--- config.mk ---
export PLATFORM = sky130hd
export DESIGN_NAME = dbv_div
export DESIGN_NICKNAME = d
export VERILOG_FILES = /design/src/design/dbv_div.sv
export SDC_FILE = /design/constraint.sdc
export NUM_CORES = 1
export LEC_CHECK = 0
export BUFFER_PORTS_ARGS = -buffer_cell sky130_fd_sc_hd__buf_2
export CAP_MARGIN = 5
export CORE_MARGIN = 8
export CORE_UTILIZATION = 63
export CTS_BUF_LIST = sky130_fd_sc_hd__clkbuf_8
export DETAILED_ROUTE_END_ITERATION = 10
export PLACE_DENSITY = 0.95
export SKIP_CTS_REPAIR_TIMING = 1
export SLEW_MARGIN = 25
export SYNTH_ARGS = -nofsm -noshare
export SYNTH_HDL_FRONTEND = slang
export SYNTH_SLANG_ARGS = --single-unit
--- constraint.sdc ---
create_clock -name i_clk -period 9.4 [get_ports i_clk]
set_input_delay 2.35 -clock i_clk [delete_from_list [all_inputs] [get_ports i_clk]]
set_output_delay 2.35 -clock i_clk [all_outputs]
set_load 0.03 [all_outputs]
--- src/design/dbv_div.sv ---
// Restoring signed-by-unsigned divider, one quotient bit per cycle.
module dbv_div #(
    parameter int DEN_W = 13
) (
    input  logic               i_clk,
    input  logic               i_rst_n,
    input  logic               i_start,
    input  logic signed [31:0] i_num,
    input  logic [DEN_W-1:0]   i_den,
    output logic               o_done,
    output logic signed [31:0] o_quot
);
    logic             r_busy;
    logic             r_done;
    logic             r_neg;
    logic [4:0]       r_cnt;
    logic [DEN_W:0]   r_rem;
    logic [31:0]      r_q;
    logic [DEN_W-1:0] r_den;

    logic [31:0]      num_mag;
    logic [DEN_W:0]   shifted;
    logic             q_bit;
    logic [DEN_W:0]   n_rem;

    always_comb begin
        num_mag = i_num[31] ? 32'(-i_num) : 32'(i_num);
        shifted = {r_rem[DEN_W-1:0], r_q[31]};
        q_bit   = shifted >= {1'b0, r_den};
        n_rem   = q_bit ? shifted - {1'b0, r_den} : shifted;
    end

    always_ff @(posedge i_clk) begin
        if (!i_rst_n) begin
            r_busy <= 1'b0;
            r_done <= 1'b0;
        end else begin
            r_done <= 1'b0;
            if (i_start) begin
                r_busy <= 1'b1;
            end else if (r_busy && r_cnt == 5'd0) begin
                r_busy <= 1'b0;
                r_done <= 1'b1;
            end
        end
    end

    always_ff @(posedge i_clk) begin
        if (i_start) begin
            r_q   <= num_mag;
            r_rem <= '0;
            r_cnt <= 5'd31;
            r_neg <= i_num[31];
            r_den <= i_den;
        end else if (r_busy) begin
            r_q   <= {r_q[30:0], q_bit};
            r_rem <= n_rem;
            r_cnt <= r_cnt - 5'd1;
        end
    end

    assign o_done = r_done;
    assign o_quot = r_neg ? -$signed(r_q) : $signed(r_q);
endmodule

==> results.json, run 1 <==
{
  "synthToLayoutAreaGrowth_pct": 13.6,
  "cts.clk_slew.worst_paths_ns": 0.07,
  "yosysUniqueCellTypes": 57,
  "numCtsBuffers": 9,
  "yosys.area.top_type": "edfxtp_1",
  "chipWidth_um": 101,
  "worst_r2r_endpoint": "r_rem[9]$_SDFFE_PP0P_",
  "syn_nets": 554,
  "ys_warn_count": 0,
  "cp-end-kind": "output port",
  "synthCells": 489,
  "fmaxAchievable_ghz": 0.182,
  "drc_errors": 0,
  "insertion_delay_ns": 0.35,
  "p_total_uw": 812,
  "drtPass1Iterations": 7,
  "worstHoldPathCells": 2,
  "cpPeakStageDelay_ns": 0.51,
  "p_leak_nw": 2.05,
  "setup_viol": 0,
  "gp_congestion": 0.868,
  "fin_skew_ns": 0.0106,
  "via_count": 3945,
  "track_usage": 0.221,
  "vdd_drop_max_mv": 0.0780,
  "cp.depth": 7,
  "die_h_um": 101,
  "yosysTopAreaCellShare": 0.302,
  "rsz0062_at_grt": "no",
  "mostFrequentLayoutCell": "buf_2",
  "crit_family": "simple AND/OR/NAND/NOR gates",
  "place_ws_ns": 4.32,
  "root_buffer": "clkbuf_8",
  "worstSetupStartpoint": "r_q[20]$_DFFE_PP_",
  "antenna_cells": 0,
  "status": "finished clean",
  "initial_core_util": 0.640,
  "async_reset_ff_frac": 0,
  "synth_ff_type": "edfxtp_1",
  "grt_first_pass_wirelength_mm": 18.1,
  "synth_edf_count": 46,
  "port_buffers": 80,
  "wl_mm": 10.9,
  "ant_nets": 0,
  "hold_class": "flip-flop to flip-flop",
  "setup_slack_ns": 3.89,
  "period_minus_slack_ns": 5.51,
  "dieArea_um2": 10200,
  "ys_seq_elements": 66,
  "gr-total-overflow": 0,
  "nets": 625,
  "crit_chain": "nor4_1 > nand2b_1 > or4_1 > or4_1 > o21ai_0 > xnor2_1 > buf_2",
  "maxSlewViolCount": 0,
  "start_kind": "flip-flop",
  "rrSetupSlack_ns": 6.71,
  "cap_violations": 0,
  "crit_top_cell": "or4_1",
  "drtIter0Drc": 186,
  "final.period_utilization": 0.586,
  "worst_pin_slew_ns": 1.01,
  "final_cell_mix": "buf_2 (80), edfxtp_1 (46), nor2_1 (43), a21oi_1 (40), xnor2_1 (40)",
  "critPathKind": "flip-flop to output port",
  "r2r_start": "r_q[31]$_DFFE_PP_",
  "cts_tree": "done",
  "row_count": 31,
  "path_buf_inv": 1,
  "grt_pass1_vias": 3912,
  "synth.avg_cell_area_um2": 9.34,
  "fp.coreArea_um2": 7140,
  "setup_tns_ns": 0,
  "htree_levels": 3,
  "ioPinCount": 81,
  "relSlewSlack": 0.329,
  "synthTopCellsByArea": "edfxtp_1 (30%), dfxtp_1 (8.8%), xnor2_1 (7.7%), xor2_1 (6.3%), a21oi_1 (4.4%)",
  "cp.required_ns": 7.05,
  "hpwl_mm": 7.84,
  "crit_end": "o_quot[30]",
  "netlist_area_um2": 4570,
  "rr_worst_depth": 10,
  "drive_gt1_frac": 0.196,
  "grt_max_degree": 89,
  "critPathMaxFanout": 5,
  "cts_sinks": 66,
  "vias_per_cell": 5.94,
  "hold_viol": 0,
  "antenna_found_initial": 1,
  "crit_slowest_cell": "edfxtp_1",
  "p_per_area_nw_per_um2": 156,
  "synth-seq-area-share": 0.390,
  "cts_buffer_depth": 2,
  "postLayoutCoreUtil": 0.728,
  "routedWlPerCell_um": 16.4,
  "crit_arrival_ns": 3.16
}
cells in the mapped netlist, drive strengths merged, types with 2 or more instances:
| cell type | number |
|---|---|
| o21a | 2 |
| nand3 | 7 |
| xnor2 | 40 |
| o311ai | 2 |
| nand3b | 4 |
| nor3 | 5 |
| clkbuf | 18 |
| buf | 4 |
| o21ai | 34 |
| a211oi | 5 |
| xor2 | 33 |
| nand2 | 35 |
| nand4 | 2 |
| or4 | 10 |
| nor2b | 5 |
| ha | 16 |
| o41ai | 8 |
| or3 | 8 |
| o31ai | 16 |
| nand4b | 3 |
| inv | 25 |
| nand2b | 15 |
| edfxtp | 46 |
| nor2 | 43 |
| nor4 | 4 |
| a21oi | 41 |
| a21o | 3 |
| dfxtp | 20 |
| mux2i | 11 |
| o211ai | 2 |
| or2 | 4 |
| mux2 | 2 |
power by group:
part	internal (mW)	switching [mW]	total, mW	leakage (nW)
combinational	0.0851	0.148	0.233	1.33
clock	0.106	0.106	0.212	0.106
sequential	0.341	0.0266	0.368	0.615
total	0.532	0.280	0.812	2.05
layer usage:
layer,vias up,track usage,part of all wire
met4,2,0.110,0.027
li1,1904,-,-
met5,-,0,0.0012
met3,28,0.0454,0.063
met2,159,0.379,0.51
met1,1852,0.256,0.40
metrics by stage:
step / hold slack, ns / cells / cell area (µm²)
floorplan: 0.439 / 489 / 4570
global placement: 0.451 / 647 / 5010
detailed placement: 0.488 / 647 / 5010
CTS: 0.501 / 663 / 5180
global route: 0.517 / 664 / 5190
finish: 0.498 / 664 / 5190
how the worst min path moves through the flow:
stage | startpoint | end | slack (ns)
after floorplan | r_rem[12]$_SDFFE_PP0P_ | r_rem[12]$_SDFFE_PP0P_ | 0.44
after global placement | r_rem[12]$_SDFFE_PP0P_ | r_rem[12]$_SDFFE_PP0P_ | 0.45
after detailed placement | r_rem[12]$_SDFFE_PP0P_ | r_rem[12]$_SDFFE_PP0P_ | 0.49
after CTS | r_rem[1]$_SDFFE_PP0P_ | r_rem[1]$_SDFFE_PP0P_ | 0.50
after global routing | r_rem[10]$_SDFFE_PP0P_ | r_rem[10]$_SDFFE_PP0P_ | 0.52
final | r_rem[1]$_SDFFE_PP0P_ | r_rem[1]$_SDFFE_PP0P_ | 0.50
cell families after synthesis:
group / after synthesis / share of synthesized area
AO/OA/AOI/OAI: 123 / 0.181
XOR/XNOR: 73 / 0.140
adder cells (fa/ha/maj): 17 / 0.0482
multiplexers: 13 / 0.0290
buffers and inverters: 47 / 0.0411
flip-flops: 66 / 0.390
AND/OR/NAND/NOR: 150 / 0.171
worst reg2reg max path: stages, from the launching register on:
cell      delay (ns)
edfxtp_1        0.40
inv_1           0.08
ha_1            0.21
inv_1           0.07
fa_1            0.22
a211oi_1        0.06
o21ai_0         0.22
a211oi_1        0.13
a21oi_2         0.75
o21ai_0         0.20
a311oi_1        0.29
flip-flops by register name, indices dropped and copies added, names as in the netlist:
name and cells:
o_done 1, r_busy 1, r_cnt 5, r_den 13
r_neg 1, r_q 32, r_rem 13
area by class of cell:
cell class | count | area, µm²
Clock buffer | 11 | 151
Clock inverter | 5 | 18.8
Fill cell | 537 | 1940
Inverter | 25 | 93.8
Multi-Input combinational cell | 376 | 2600
Sequential cell | 66 | 1780
Tap cell | 99 | 124
Timing Repair Buffer | 82 | 423
Power figures use the tool's default switching activity.
==> run 2: changes to the inputs <==
- ABC_AREA: default -> 1
- CORE_UTILIZATION: 63 -> 60
- PLACE_DENSITY: 0.95 -> 0.91
- clock period: 9.4 -> 5.6 ns (I/O delays scaled with it)
==> run 2 against run 1 <==
Critical path depth is 2 lower. Sequential share of layout area is 4.8 points lower. Combinational power is 83% higher. Sequential power is 66% higher. Highest routed layer is now met4.
==> results.json, run 2 <==
{
  "cts.clk_slew.worst_paths_ns": 0.07,
  "rsz0062_at_grt": "no",
  "initial_core_util": 0.621,
  "synth.avg_cell_area_um2": 6.67,
  "final_cell_mix": "nand2_1 (251), inv_1 (115), nor2_1 (105), buf_2 (80), nand3_1 (60)",
  "p_per_area_nw_per_um2": 232,
  "syn_nets": 878,
  "track_usage": 0.228,
  "via_count": 5445,
  "gp_congestion": 0.962,
  "critPathKind": "flip-flop to output port",
  "drive_gt1_frac": 0.143,
  "fin_skew_ns": 0.0116,
  "ys_seq_elements": 66,
  "switching_share": 0.380,
  "internal_power_uw": 867,
  "antenna_cells": 0,
  "port_buffers": 80,
  "root_buffer": "clkbuf_8",
  "ioPinCount": 81,
  "synth-seq-area-share": 0.329,
  "synth_edf_count": 46,
  "vdd_drop_max_mv": 0.173,
  "worst_pin_slew_ns": 0.991,
  "cts_sinks": 66,
  "cts_tree": "done",
  "synth.most_common_cell": "nand2_1",
  "mostFrequentLayoutCell": "nand2_1",
  "die_h_um": 111,
  "maxSlewViolCount": 0,
  "hold_class": "flip-flop to flip-flop",
  "chipWidth_um": 111,
  "p_leak_nw": 2.98,
  "drtPass1Iterations": 6,
  "grt_max_degree": 45,
  "rrSetupSlack_ns": 3.20,
  "largest_reg_flops": 32,
  "synth_ff_type": "edfxtp_1",
  "start_kind": "flip-flop",
  "netlist_area_um2": 5420,
  "largest_register": "r_q",
  "critPathMaxFanout": 28,
  "async_reset_ff_frac": 0,
  "crit_arrival_ns": 2.43,
  "wl_mm": 14.3,
  "place_area_um2": 5860,
  "yosys.area.top_type": "edfxtp_1",
  "synthCells": 813,
  "fp.coreArea_um2": 8720,
  "finish.instance_area_um2": 6030,
  "clockPowerShare": 0.258,
  "drtIter0Drc": 552,
  "final.period_utilization": 0.684,
  "p_sw_uw": 530,
  "numCtsBuffers": 9,
  "dieArea_um2": 12300,
  "antenna_found_initial": 0,
  "cap_violations": 0,
  "grt_first_pass_wirelength_mm": 23.6,
  "vias_per_cell": 5.46,
  "htree_levels": 3,
  "insertion_delay_ns": 0.35,
  "yosysTopAreaCellShare": 0.255,
  "yosysUniqueCellTypes": 39,
  "p_seq_frac": 0.437,
  "worstSetupStartpoint": "r_neg$_DFFE_PP_",
  "cp.required_ns": 4.20,
  "synthTopCellsByCount": "nand2_1 (251), inv_1 (114), nor2_1 (105)",
  "worstHoldStart": "r_rem[12]$_SDFFE_PP0P_",
  "gr-total-overflow": 0,
  "fmaxAchievable_ghz": 0.261,
  "setup_tns_ns": 0,
  "comb_power_share": 0.305,
  "top_regs": "r_q x32, r_den x13, r_rem x13",
  "grt_pass1_vias": 4974,
  "status": "finished clean",
  "period_minus_slack_ns": 3.83,
  "synthTopCellsByArea": "edfxtp_1 (25%), nand2_1 (17%), inv_1 (7.9%), dfxtp_1 (7.4%), nor2_1 (7.3%)",
  "nets": 949,
  "r2r_start": "r_q[31]$_DFFE_PP_",
  "hold_viol": 0,
  "synthToLayoutAreaGrowth_pct": 11.2,
  "drc_errors": 0,
  "routedWlPerCell_um": 14.4,
  "cts_buffer_depth": 2,
  "setup_viol": 0,
  "cp-end-kind": "output port",
  "relSlewSlack": 0.337,
  "ant_nets": 0,
  "hpwl_mm": 11.2,
  "ys_warn_count": 0,
  "row_count": 34
}
-- run 2: cell types whose count changed in the layout (fill, tap and decap cells not counted), moves of 11 or more --
cell and delta:
o31ai_1 -12, inv_1 +86, nand2b_1 -15, o21ai_0 +17
xnor2_1 -31, nand3_1 +53, a21oi_1 -34, nor2_1 +62
nand2_1 +216, mux2i_1 -11, nand4_1 +22
-- run 2: kinds of logic after synthesis --
kind of cell,after synthesis,share of synthesized area
and+or+nand+nor,471,0.379
buffers and inverters,140,0.102
AOI/OAI and AO/OA,72,0.0739
DFF,66,0.329
xor gates and xnor gates,47,0.0760
adders and majority gates,17,0.0406
-- run 2: final timing paths --
kind	to	depth (start not counted)
max	o_quot[11]	5
min	r_rem[12]$_SDFFE_PP0P_	2
max reg2reg	r_q[0]$_DFFE_PP_	10
min reg2reg	r_rem[12]$_SDFFE_PP0P_	2
-- run 2: final cells by class --
class	instances	area [µm²]
Clock buffer	10	138
Clock inverter	6	32.5
Fill cell	737	2690
Inverter	119	447
Multi-Input combinational cell	607	3090
Sequential cell	66	1780
Tap cell	108	135
Timing Repair Buffer	81	408
-- run 2: power by group through the flow --
stage | clock [mW] | sequential, mW | combinational [mW]
finish | 0.360 | 0.610 | 0.427
global route | 0.385 | 0.613 | 0.467
CTS | 0.363 | 0.607 | 0.424
detailed placement | 0 | 0.618 | 0.422
global placement | 0 | 0.617 | 0.414
floorplan | 0 | 0.600 | 0.304
-- run 2: worst max-delay path, cell delays in order (launching register included) --
cell,delay (ns)
edfxtp_1,0.89
inv_1,0.41
o21ai_0,0.36
nor2_1,0.09
xor2_1,0.12
buf_2,0.21
-- run 2: metal layers --
layer | vias to the layer above | global-route usage | share of wire
met1 | 2397 | 0.319 | 0.44
met2 | 300 | 0.332 | 0.42
met3 | 16 | 0.0552 | 0.12
li1 | 2732 | - | -
met4 | 0 | 0.0764 | 0.015
met5 | - | 0 | 0
-- run 2: metrics by stage --
stage | std cells | hold slack (ns) | util | setup slack [ns] | power [mW]
global route | 997 | 0.517 | 0.691 | 1.59 | 1.46
global placement | 981 | 0.470 | 0.672 | 1.90 | 1.03
CTS | 997 | 0.477 | 0.691 | 1.81 | 1.39
finish | 997 | 0.483 | 0.691 | 1.77 | 1.40
detailed placement | 981 | 0.467 | 0.672 | 1.86 | 1.04
floorplan | 813 | 0.445 | - | 2.44 | 0.904
==> run 3: changes to the inputs <==
- clock period: 5.6 -> 3.7 ns (I/O delays scaled with it)
==> run 3 against run 2 <==
Routed wire length rose by 1.9%. Setup slack worse by 1.3 ns. Sequential power rose by 50%. Clock skew rose by 0.0078 ns. Die area stayed put. Largest power group unchanged. Clock power rose by 77%. Sequential share of layout area is 0.33 points lower. Register-to-register slack worse by 2.0 ns. Highest routed layer unchanged.
==> results.json, run 3 (synthesized netlist as in run 2, its figures left out) <==
{
  "grt_first_pass_wirelength_mm": 24.1,
  "vias_per_cell": 5.48,
  "chipWidth_um": 111,
  "htree_levels": 3,
  "largest_register": "r_q",
  "mostFrequentLayoutCell": "nand2_1",
  "dieArea_um2": 12300,
  "antenna_found_initial": 0,
  "crit_family": "simple AND/OR/NAND/NOR gates",
  "place_area_um2": 5890,
  "status": "finished clean",
  "path_buf_inv": 2,
  "crit_slowest_cell": "edfxtp_1",
  "port_buffers": 80,
  "antenna_cells": 0,
  "final_cell_mix": "nand2_1 (251), inv_1 (114), nor2_1 (104), buf_2 (80), nand3_1 (60)",
  "ioPinCount": 81,
  "fin_skew_ns": 0.0194,
  "worst_pin_slew_ns": 0.648,
  "place_ws_ns": 0.948,
  "setup_slack_ns": 0.517,
  "rsz0062_at_grt": "no",
  "synthToLayoutAreaGrowth_pct": 12.5,
  "crit_arrival_ns": 2.26,
  "row_count": 34,
  "start_kind": "flip-flop",
  "fin_cells": 1001,
  "p_total_mw": 2.22,
  "ant_nets": 0,
  "finish.instance_area_um2": 6090,
  "drive_gt1_frac": 0.149,
  "fp.coreArea_um2": 8720,
  "gp_congestion": 0.942,
  "hold_viol": 0,
  "grt_max_degree": 42,
  "p_seq_frac": 0.411,
  "cp-end-kind": "output port",
  "root_buffer": "clkbuf_8",
  "comb_power_share": 0.301,
  "nets": 953,
  "crit_top_cell": "nand3_1",
  "p_leak_nw": 3.00,
  "p_per_area_nw_per_um2": 364,
  "track_usage": 0.233,
  "gr-total-overflow": 0,
  "critPathKind": "flip-flop to output port",
  "numCtsBuffers": 9,
  "p_sw_uw": 837,
  "top_regs": "r_q x32, r_den x13, r_rem x13",
  "cts.clk_slew.worst_paths_ns": 0.08,
  "via_count": 5483,
  "fmaxAchievable_ghz": 0.314,
  "routedWlPerCell_um": 14.6,
  "cap_violations": 0,
  "vdd_drop_max_mv": 0.188,
  "clockPowerShare": 0.288,
  "relSlewSlack": 0.567,
  "initial_core_util": 0.621,
  "grt_pass1_vias": 5139,
  "busiest_layer": "met2",
  "crit_chain": "inv_1 > ha_1 > nand3_1 > nor3_2 > nand3_1 > nand2_1 > o21ai_1 > xor2_1 > buf_2",
  "cp.required_ns": 2.77,
  "die_h_um": 111,
  "postLayoutCoreUtil": 0.699,
  "cts_tree": "done",
  "switching_share": 0.378,
  "cts_sinks": 66,
  "final.period_utilization": 0.860,
  "setup_tns_ns": 0,
  "largest_reg_flops": 32,
  "critPathMaxFanout": 5,
  "placed_cells": 985,
  "met2_usage": 0.350,
  "maxSlewViolCount": 0,
  "whs_ns": 0.479,
  "drtIter0Drc": 499,
  "use_met1": 0.325,
  "period_minus_slack_ns": 3.18,
  "drtPass1Iterations": 5,
  "hold_class": "flip-flop to flip-flop",
  "cts_buffer_depth": 2,
  "cpPeakStageDelay_ns": 0.41,
  "insertion_delay_ns": 0.36,
  "grtUsageMet3": 0.0373,
  "hpwl_mm": 11.2,
  "setup_viol": 0,
  "drc_errors": 0,
  "internal_power_mw": 1.38,
  "wl_mm": 14.6
}
## run 3: changes by cell type in the layout (fill, tap and decap cells not counted)
cell        before  now
buf_4            1    5
clkinv_2         2    0
bufinv_16        0    1
clkbuf_8        10    9
clkinv_4         0    1
clkinvlp_4       0    1
inv_1          115  114
inv_2            6    5
inv_6            1    2
inv_8            0    1
nor2_1         105  104
nor2_2           2    3
## run 3: final cells by class
cell class / instances / area [µm²]
Clock inverter: 7 / 81.3
Tap cell: 108 / 135
Clock buffer: 9 / 124
Inverter: 119 / 447
Timing Repair Buffer: 85 / 438
Multi-Input combinational cell: 607 / 3090
Sequential cell: 66 / 1780
Fill cell: 729 / 2630
## run 3: power by group through the flow
stage               combinational [mW]  sequential [mW]  clock, mW
floorplan                        0.460            0.909          0
global placement                 0.643            0.923          0
detailed placement               0.654            0.926          0
CTS                              0.662            0.910      0.643
global route                     0.726            0.918      0.684
finish                           0.666            0.912      0.638
## run 3: per-layer routing
metal | part of all wire | wire, µm
met3 | 0.088 | 1290
met5 | 0 | 0
met4 | 0.019 | 272
met1 | 0.45 | 6630
met2 | 0.44 | 6410
## run 3: final timing paths
kind                                from  slack, ns                     end  cells after the start
hold / removal    r_rem[12]$_SDFFE_PP0P_       0.48  r_rem[12]$_SDFFE_PP0P_                      2
hold reg to reg   r_rem[12]$_SDFFE_PP0P_       0.48  r_rem[12]$_SDFFE_PP0P_                      2
setup reg to reg       r_q[31]$_DFFE_PP_       1.24        r_q[0]$_DFFE_PP_                     10
setup / recovery        r_q[1]$_DFFE_PP_       0.52              o_quot[16]                      9
## run 3: worst min-delay path, cell delays in order (launching register included)
cell,delay [ns]
dfxtp_1,0.33
nand2_1,0.06
nand2_1,0.04
